`src/design/vtmux_pkg.sv`:
```
// ----------------------------------------------------------------------------
// Virtual timer multiplexer package
// Result kinds, status codes, field widths and the command and status
// groups that join the controller and the datapath.
// ----------------------------------------------------------------------------
`default_nettype none

package vtmux_pkg;

  localparam int DATA_W = 32;
  localparam int TAG_W  = 8;
  localparam int IN_W   = 72;
  localparam int OUT_W  = 48;

  localparam logic [1:0] KIND_ARM    = 2'd0;
  localparam logic [1:0] KIND_EXPIRE = 2'd1;
  localparam logic [1:0] KIND_REARM  = 2'd2;

  localparam logic [1:0] STAT_OK   = 2'd0;
  localparam logic [1:0] STAT_FULL = 2'd1;
  localparam logic [1:0] STAT_ZERO = 2'd2;

  typedef struct packed {
    logic load_item;
    logic adv;
    logic expire;
    logic finish;
  } cmd_t;

  typedef struct packed {
    logic hit;
    logic last_slot;
    logic out_free;
  } stat_t;

endpackage

`default_nettype wire

```
`src/design/vtmux_ctrl.sv`:
```
// ----------------------------------------------------------------------------
// Virtual timer multiplexer controller
// Sequences one item: capture, a scan over all slots, then the closing result.
// ----------------------------------------------------------------------------
`default_nettype none

module vtmux_ctrl (
  input  wire logic            clk,
  input  wire logic            rst,
  input  wire logic            s_tvalid,
  output logic                 s_tready,
  input  vtmux_pkg::stat_t     stat,
  output vtmux_pkg::cmd_t      cmd
);
  import vtmux_pkg::*;

  localparam logic [1:0] ST_IDLE  = 2'd0;
  localparam logic [1:0] ST_SCAN  = 2'd1;
  localparam logic [1:0] ST_FINAL = 2'd2;

  logic [1:0] state;
  logic [1:0] state_next;

  always_comb begin
    cmd        = '0;
    state_next = state;
    s_tready   = (state == ST_IDLE);
    case (state)
      ST_IDLE: begin
        if (s_tvalid) begin
          cmd.load_item = 1'b1;
          state_next    = ST_SCAN;
        end
      end
      ST_SCAN: begin
        if (stat.hit) begin
          if (stat.out_free) begin
            cmd.expire = 1'b1;
            cmd.adv    = 1'b1;
          end
        end else begin
          cmd.adv = 1'b1;
        end
        if (cmd.adv && stat.last_slot) begin
          state_next = ST_FINAL;
        end
      end
      ST_FINAL: begin
        if (stat.out_free) begin
          cmd.finish = 1'b1;
          state_next = ST_IDLE;
        end
      end
      default: begin
        state_next = ST_IDLE;
      end
    endcase
  end

  always_ff @(posedge clk) begin
    if (rst) begin
      state <= ST_IDLE;
    end else begin
      state <= state_next;
    end
  end

endmodule

`default_nettype wire

```
`src/design/vtmux_dpath.sv`:
```
// ----------------------------------------------------------------------------
// Virtual timer multiplexer datapath
// Slot memory, live bits, minimum search, free slot search and the output
// register.
// ----------------------------------------------------------------------------
`default_nettype none

module vtmux_dpath #(
  parameter int SLOTS = 16
) (
  input  wire logic                       clk,
  input  wire logic                       rst,
  input  vtmux_pkg::cmd_t                 cmd,
  output vtmux_pkg::stat_t                stat,
  input  wire logic [vtmux_pkg::IN_W-1:0] s_tdata,
  input  wire logic                       s_tuser,
  output logic                            m_tvalid,
  input  wire logic                       m_tready,
  output logic [vtmux_pkg::OUT_W-1:0]     m_tdata,
  output logic [1:0]                      m_tuser,
  output logic                            m_tlast
);
  import vtmux_pkg::*;

  localparam int IW = (SLOTS > 1) ? $clog2(SLOTS) : 1;
  localparam int MW = DATA_W + TAG_W;

  logic [SLOTS-1:0]  live;
  logic [MW-1:0]     mem [SLOTS];
  logic [MW-1:0]     rd_data;
  logic [IW-1:0]     rd_addr;
  logic [IW-1:0]     idx;
  logic [IW-1:0]     free_idx;
  logic              free_found;
  logic              fire;
  logic [DATA_W-1:0] now;
  logic [DATA_W-1:0] dur;
  logic [TAG_W-1:0]  tag;
  logic [DATA_W-1:0] best;
  logic              any;
  logic              hw_running;

  logic [DATA_W-1:0] rd_expiry;
  logic [TAG_W-1:0]  rd_tag;
  logic [DATA_W-1:0] rem;
  logic [DATA_W-1:0] min_val;
  logic              min_nz;
  logic              hit;

  logic [1:0]        out_kind;
  logic [1:0]        out_status;
  logic [TAG_W-1:0]  out_tag;
  logic              out_start;
  logic [DATA_W-1:0] out_load;

  logic [1:0]        fin_kind;
  logic [1:0]        fin_status;
  logic              fin_start;

  assign rd_expiry = rd_data[MW-1:TAG_W];
  assign rd_tag    = rd_data[TAG_W-1:0];
  assign rem       = rd_expiry - now;
  assign min_val   = any ? best : '0;
  assign min_nz    = (min_val != '0);
  assign hit       = live[idx] && fire && (rd_expiry <= now);

  assign stat.hit       = hit;
  assign stat.last_slot = (idx == IW'(SLOTS - 1));
  assign stat.out_free  = !m_tvalid || m_tready;

  always_comb begin
    if (cmd.load_item) begin
      rd_addr = '0;
    end else if (cmd.adv && !stat.last_slot) begin
      rd_addr = idx + IW'(1);
    end else begin
      rd_addr = idx;
    end
  end

  always_comb begin
    if (fire) begin
      fin_kind   = KIND_REARM;
      fin_status = STAT_OK;
      fin_start  = min_nz;
    end else begin
      fin_kind = KIND_ARM;
      if (!free_found) begin
        fin_status = STAT_FULL;
        fin_start  = 1'b0;
      end else if (!min_nz) begin
        fin_status = STAT_ZERO;
        fin_start  = 1'b0;
      end else begin
        fin_status = STAT_OK;
        fin_start  = !hw_running;
      end
    end
  end

  always_ff @(posedge clk) begin
    if (cmd.finish && !fire && free_found) begin
      mem[free_idx] <= {now + dur, tag};
    end
    rd_data <= mem[rd_addr];
  end

  always_ff @(posedge clk) begin
    if (rst) begin
      live       <= '0;
      hw_running <= 1'b0;
      m_tvalid   <= 1'b0;
    end else begin
      if (cmd.expire || cmd.finish) begin
        m_tvalid <= 1'b1;
      end else if (m_tready) begin
        m_tvalid <= 1'b0;
      end
      if (cmd.load_item && s_tuser) begin
        hw_running <= 1'b0;
      end
      if (cmd.expire) begin
        live[idx] <= 1'b0;
      end
      if (cmd.finish) begin
        if (fire) begin
          hw_running <= min_nz;
        end else if (free_found) begin
          live[free_idx] <= 1'b1;
          if (fin_start) begin
            hw_running <= 1'b1;
          end
        end
      end
    end
  end

  always_ff @(posedge clk) begin
    if (cmd.load_item) begin
      fire       <= s_tuser;
      now        <= s_tdata[31:0];
      dur        <= s_tdata[63:32];
      tag        <= s_tdata[71:64];
      idx        <= '0;
      best       <= s_tuser ? '1 : s_tdata[63:32];
      any        <= !s_tuser;
      free_found <= 1'b0;
      free_idx   <= '0;
    end
    if (cmd.adv) begin
      if (!stat.last_slot) begin
        idx <= idx + IW'(1);
      end
      if (live[idx] && !hit && (!any || (rem < best))) begin
        best <= rem;
        any  <= 1'b1;
      end
      if (!live[idx] && !fire && !free_found) begin
        free_found <= 1'b1;
        free_idx   <= idx;
      end
    end
    if (cmd.expire) begin
      out_kind   <= KIND_EXPIRE;
      out_status <= STAT_OK;
      out_tag    <= rd_tag;
      out_start  <= 1'b0;
      out_load   <= '0;
      m_tlast    <= 1'b0;
    end
    if (cmd.finish) begin
      out_kind   <= fin_kind;
      out_status <= fin_status;
      out_tag    <= '0;
      out_start  <= fin_start;
      out_load   <= fin_start ? min_val : '0;
      m_tlast    <= 1'b1;
    end
  end

  assign m_tuser = out_kind;
  assign m_tdata = {5'd0, out_load, out_start, out_tag, out_status};

endmodule

`default_nettype wire

```
`src/design/virtual_timer_multiplexer_unit.sv`:
```
// ----------------------------------------------------------------------------
// Virtual timer multiplexer
// Shares one hardware timer among SLOTS virtual timers.
// ----------------------------------------------------------------------------
// Each item passes from its transfer to its closing result through a capture
// step, a scan of every slot through the slot memory's single read port, and
// the closing result. An expiry report that finds the output register still
// holding an untaken result holds the scan until the register is free, and
// the closing result waits the same way. A new item is taken once the closing
// result of the previous one is in the output register.
`default_nettype none

module virtual_timer_multiplexer_unit #(
  parameter int SLOTS = 16
) (
  input  wire logic                       clk,
  input  wire logic                       rst,
  input  wire logic                       s_tvalid,
  output logic                            s_tready,
  // current_tick [31:0], duration [63:32], client_tag [71:64]
  input  wire logic [vtmux_pkg::IN_W-1:0] s_tdata,
  // action [0]
  input  wire logic                       s_tuser,
  output logic                            m_tvalid,
  input  wire logic                       m_tready,
  // status [1:0], expired_tag [9:2], start_hw [10], hw_load [42:11], zero [47:43]
  output logic [vtmux_pkg::OUT_W-1:0]     m_tdata,
  // kind [1:0]
  output logic [1:0]                      m_tuser,
  output logic                            m_tlast
);
  import vtmux_pkg::*;

  cmd_t  cmd;
  stat_t stat;

  vtmux_ctrl u_ctrl (
    .clk      (clk),
    .rst      (rst),
    .s_tvalid (s_tvalid),
    .s_tready (s_tready),
    .stat     (stat),
    .cmd      (cmd)
  );

  vtmux_dpath #(
    .SLOTS (SLOTS)
  ) u_dpath (
    .clk      (clk),
    .rst      (rst),
    .cmd      (cmd),
    .stat     (stat),
    .s_tdata  (s_tdata),
    .s_tuser  (s_tuser),
    .m_tvalid (m_tvalid),
    .m_tready (m_tready),
    .m_tdata  (m_tdata),
    .m_tuser  (m_tuser),
    .m_tlast  (m_tlast)
  );

endmodule

`default_nettype wire

```
`config.mk`:
```
export PLATFORM = sky130hd
export DESIGN_NAME = virtual_timer_multiplexer_unit
export DESIGN_NICKNAME = d
export VERILOG_FILES = /design/src/design/vtmux_pkg.sv /design/src/design/vtmux_ctrl.sv /design/src/design/vtmux_dpath.sv /design/src/design/virtual_timer_multiplexer_unit.sv
export SDC_FILE = /design/constraint.sdc
export NUM_CORES = 1
export LEC_CHECK = 0
export BUFFER_PORTS_ARGS = -buffer_cell sky130_fd_sc_hd__buf_2
export CAP_MARGIN = 5
export CORE_MARGIN = 5
export CORE_UTILIZATION = 50
export CTS_CLUSTER_SIZE = 14
export DETAILED_ROUTE_END_ITERATION = 7
export PLACE_DENSITY_LB_ADDON = 0.1
export SLEW_MARGIN = 20
export SYNTH_ARGS = -nofsm -noshare
export SYNTH_HDL_FRONTEND = slang
export SYNTH_SLANG_ARGS = --single-unit
```
`constraint.sdc`:
```
create_clock -name clk -period 11.61 [get_ports clk]
set_input_delay 1.7415 -clock clk [delete_from_list [all_inputs] [get_ports clk]]
set_output_delay 1.7415 -clock clk [all_outputs]
set_load 0.01 [all_outputs]
```
Word-level counts from Yosys, hierarchy flattened
Memory sizes are Yosys's and may differ from the RTL's. A register that Yosys moved wholly into a read port is not among the register bits.
Index checks and enable logic that the tools add are counted.
- $add $sub $neg: 3
- magnitude comparators: 6
- eq/ne operators: 6
- multiplexer cells: 68
- bitwise operators: 3
- reduce and logical (&&, ||, !) cells: 30
- operators by type and width (operator ; number):
    $mux 32 ; 8
    $mux 16 ; 5
    $add 32x32->32 ; 1
    $le 32x32->1 ; 1
    $lt 32x32->1 ; 1
    $mux 4 ; 8
    $reduce_bool 32->1 ; 1
    $sub 32x32->32 ; 1
    $mux 1 ; 30
    $mux 2 ; 13
    $and 16x16->16 ; 1
    $not 16->16 ; 1
    $or 16x16->16 ; 1
    $logic_and 1x1->1 ; 13
    $lt 4x5->1 const B ; 2
    $logic_not 1->1 ; 9
    $demux 1 s4 ; 2
    $ge 4x1->1 const B ; 2
    $pmux 2 s3 ; 1
    $add 4x1->4 const B ; 1
    $bmux 1 s4 ; 1
    $eq 4x4->1 const B ; 1
    $ne 2x2->1 const B ; 2
    $reduce_bool 2->1 ; 2
    other kinds (6) ; 8
- flip-flop bits (word level): 181
- RAM bits: 640
- input port bits: 77
- output and inout port bits: 53
- logic and storage cells: 136
- memories kept: 1
- memory list (name ; depth ; bits a word ; rd ports ; clocked after memory_dff ; wr ports ; RTL line ; source):
    u_dpath.mem ; 16 ; 40 ; 1 ; 1 ; 1 ; vtmux_dpath.sv:29 ; logic [MW-1:0] mem [SLOTS];

Longest topological paths before layout
- word-level depth: 13
- depth in mapped cells: 25
- depth with buffers taken out: 24

Hierarchy
Synthesis repeated with hierarchy kept, for this count alone.
- cell total of the unflattened synthesis: 2289
- area, all modules: 36316.1 um^2
- by module, submodules not included (module ; instances ; cells an instance ; area each (um^2) ; sequential area each (um^2)):
    vtmux_dpath ; 1 ; 2275 ; 36184.7 ; 24703.7
    vtmux_ctrl ; 1 ; 14 ; 131.4 ; 40.0

Worst setup path before layout
OpenSTA, ideal clock, no wires.
- path type: input to register
- start: input port s_tvalid
- end: register u_dpath.best[10]
- setup time: 121 ps
- arrival: 5216 ps
- required time: 11489 ps
- path slack: 6273 ps
- stages on the path: 7
- path buffers: 3
- cells stage by stage: nand2_1 > inv_1 > clkbuf_1 > clkbuf_1 > clkbuf_1 > o21ai_0 > mux2_2
- RTL lines (item ; RTL line ; source):
    start, declared ; virtual_timer_multiplexer_unit.sv:18 ; input wire logic s_tvalid,
    end signal, assigned ; vtmux_dpath.sv:145 ; best <= s_tuser ? '1 : s_tdata[63:32];
    end signal, assigned ; vtmux_dpath.sv:155 ; best <= rem;
    end, declared ; vtmux_dpath.sv:39 ; logic [DATA_W-1:0] best;

Final worst setup path
- start: register u_dpath.now[6]
- end: register u_dpath.best[12]
- longest elaborated chain between the ends: 7
- elaborated cells between the ends (all ways): 13
- those cells by class: 1 x add/sub; 2 x order compare; 5 x mux; 5 x reduce/logical
- ends and longest elaborated chain (item ; RTL line ; source):
    start, declared ; vtmux_dpath.sv:36 ; logic [DATA_W-1:0] now;
    start signal, assigned ; vtmux_dpath.sv:141 ; now <= s_tdata[31:0];
    parallel branches: the longest is 6 deep, another holds $sub 32x32->32 ; - ;
    $mux 32 (*) ; vtmux_dpath.sv:150 ; if (cmd.adv) begin
Mark *: on every way between the ends. The select of a mux whose other input is x is not followed.
A chain may end at the register's enable or synchronous reset.

==> impl_metrics.yaml <==
outcome:
  outcome: "complete, no violations"
logic_synthesis:
  synth_fa_ha_area_share_pct: 3.46
  seq_area_frac_synth_pct: 67.5
  synth_ff_type: "edfxtp_1"
  ys_types: 74
  muxShareOfSynthArea_pct: 5.62
  synthXorXnorAreaFrac_pct: 1.36
  avgSynthCellArea_um2: 13.7
  synth_top_family_by_area: "compound AO/OA/AOI/OAI gates"
  netlist_area_mm2: 0.0366
  synth_compound_area_share_pct: 11.0
  yosys.area_share.simple_pct: 8.00
  synth-edff-count: 750
  async_flop_share_pct: 0
  ys_ff_latch: 861
  synth_warnings: 0
  syn_inst: 2680
clock_network:
  numCtsBuffers: 92
  cts_setup_buffers: 0
  cts_tree: "yes"
  cts_buffer_depth: 3
  path_clk_slew_ns: 0.06
  cts_hold_buf: 0
  cts_root_buf: "clkbuf_16"
  htreeDepth: 3
  cts_sinks: 861
  clkLatencyLatePin_ns: 0.65
  cts_resized: 0
global_routing:
  grt_max_degree: 143
  overflow: 0
  grt_first_pass_wirelength_um: 146000
  grt_pass1_vias: 22900
  grtUsageTotal_pct: 24.5
  grt_antenna_before_repair: 4
placed_design:
  pre_cts_ws_ns: 5.28
  dpl.hpwl_um: 57200
  numPortBuffers: 124
  gp_congestion: 0.873
  dpl-instance-area_mm2: 0.0383
worst_setup_path:
  crit_chain: "inv_1 > ha_1 > a21o_1 > a211o_1 > nor4_1 > nor4_1 > o21ai_0 > o21ai_1 > a2111oi_0 > o21ai_0 > o21a_1 > xor2_1 > ha_1 > o21ai_0 > nand2b_1 > a21oi_1 > o31ai_1 > a31oi_4 > buf_16 > mux2_2"
  path_class: "reg -> reg"
  crit_slowest_cell: "nor4_1"
  critPathCaptureType: "flop"
  path_buf_inv: 2
  reg2reg_depth: 20
  crit_top_cell: "o21ai_0"
  cp.required_ns: 12.13
  critPathMaxFanout: 20
  crit_cells: 20
  cp_data_arrival_time_ns: 6.87
  critPathMaxStageDelay_ns: 0.75
  critical-path-top-delay-family: "compound AO/OA/AOI/OAI gates"
  start_kind: "flop"
drt:
  drc_errors: 0
  vias: 23100
  ant_nets: 0
  first_pass_iters: 7
  viasPerCell: 6.01
  post_drt_wl_per_cell_um: 25.5
  drt_wl_total_um: 97900
  drtIter0Drc: 1707
final_layout:
  fin_area_mm2: 0.0415
  layout_common_cells: "edfxtp_1 (750), nand2_1 (325), mux2i_1 (163)"
  area_delta_synth_final_pct: 13.3
  drive_gt1_share_pct: 15.8
  fillers: 5880
  mostFrequentLayoutCell: "edfxtp_1"
  multi_input_area_mm2: 0.0110
  nets: 2987
  antenna_cells: 0
  seqCellArea_mm2: 0.0247
timing:
  fmax_mhz: 157
  setup_tns_ns: 0
  fin_ws_ns: 5.26
  fin_hold_ws_ns: 0.454
  slew_headroom_pct: 31.6
  hold_viol: 0
  fin_worst_skew_ns: 0.0207
  setup_viol: 0
  rsz0062_at_grt: "no"
  fin_crit_sh_pct: 54.7
  worst_pin_slew_ns: 1.02
  min_period_ns: 6.35
  slew_viol_final: 0
floorplan:
  core-area_mm2: 0.0728
  die_h_um: 281
  die_w_um: 281
  die_area_mm2: 0.0788
  core.rowCount: 99
  initial_core_util_pct: 50.3
  ios: 130
pwr:
  ir_worst_vdd_v: 0.000122
  p_per_area_mw_per_mm2: 196
  leakage_uw: 0.0148
worst_hold_path:
  hold_path_class: "reg -> reg"
  worstHoldPathCells: 2
run:
  cap_violations: 0
[cell type report]
class | count | area share (%)
Multi-Input combinational cell | 1565 | 26.4
Clock buffer | 128 | 6.28
Clock inverter | 43 | 1.24
Inverter | 109 | 1.02
Timing Repair Buffer | 181 | 2.62
Sequential cell | 861 | 59.6
Tap cell | 959 | 2.89
[sequential cells by signal, indices dropped and copies added (netlist names), 4 cells and up]
signal            cells
u_dpath.mem         640
u_dpath.live         16
u_dpath.idx           4
u_dpath.best         32
u_dpath.dur          32
u_dpath.out_load     32
u_dpath.tag           8
u_dpath.free_idx      4
u_dpath.now          32
u_dpath.rd_data      40
u_dpath.out_tag       8
[final timing paths]
kind	startpoint	endpoint	slack (ns)
worst max-delay path	u_dpath.now[6]	u_dpath.best[12]	5.26
worst min-delay path	u_dpath.m_tlast	u_dpath.m_tlast	0.45
worst max register to register	u_dpath.now[6]	u_dpath.best[12]	5.26
worst min register to register	u_dpath.m_tlast	u_dpath.m_tlast	0.45
[worst reg2reg max path, cell delays in order, from the launching register on]
cell and delay, ns:
edfxtp_1 0.37, inv_1 0.06, ha_1 0.36, a21o_1 0.20, a211o_1 0.31, nor4_1 0.75, nor4_1 0.22, o21ai_0 0.43
o21ai_1 0.24, a2111oi_0 0.67, o21ai_0 0.18, o21a_1 0.15, xor2_1 0.35, ha_1 0.32, o21ai_0 0.08, nand2b_1 0.08
a21oi_1 0.15, o31ai_1 0.15, a31oi_4 0.55, buf_16 0.24, mux2_2 0.37
[report_power, final]
group	switching, uW	internal, uW
sequential	81.1	3560
clock	1220	1780
combinational	963	531
total	2260	5860
[stage by stage]
step	cells	util (%)	total power [uW]
6_report	3846	57.0	8130
5_1_grt	3846	57.0	8460
4_1_cts	3845	56.9	8160
3_5_place_dp	3674	52.6	5180
3_3_place_gp	3673	52.6	5140
2_1_floorplan	2684	-	4690
[cell usage after synthesis (30+ instances only)]
| library cell | instances | area, um^2 |
|---|---|---|
| buf_2 | 40 | 200 |
| nor3_1 | 78 | 390 |
| inv_1 | 106 | 398 |
| ha_1 | 98 | 1230 |
| mux2_2 | 30 | 338 |
| o21ai_0 | 109 | 546 |
| nor4_1 | 46 | 288 |
| xnor2_1 | 41 | 359 |
| a211oi_2 | 40 | 500 |
| mux2i_1 | 163 | 1630 |
| nand3_1 | 64 | 320 |
| o22ai_1 | 42 | 263 |
| a21oi_1 | 154 | 771 |
| a21o_1 | 70 | 526 |
| a32o_1 | 80 | 801 |
| clkbuf_1 | 84 | 315 |
| dfxtp_1 | 111 | 2220 |
| edfxtp_1 | 750 | 22500 |
| nand2_1 | 326 | 1220 |
| nor2_1 | 41 | 154 |
[routing by layer]
| metal | GRT usage, % | share of wire, % | vias up |
|---|---|---|---|
| met2 | 39.8 | 47 | 872 |
| met3 | 4.23 | 7.2 | 172 |
| met1 | 34.3 | 43 | 11700 |
| met4 | 7.32 | 2.9 | 0 |
| met5 | 0 | 0 | - |
| li1 | - | - | 10400 |
[logic make-up after synthesis]
logic type                 Yosys count
buffers and inverters              258
adders and majority gates          100
other                                1
AOI/OAI and AO/OA                  568
and+or+nand+nor                    638
DFF                                861
xor gates and xnor gates            57
muxes                              197
(Power assumes the default switching activity.)
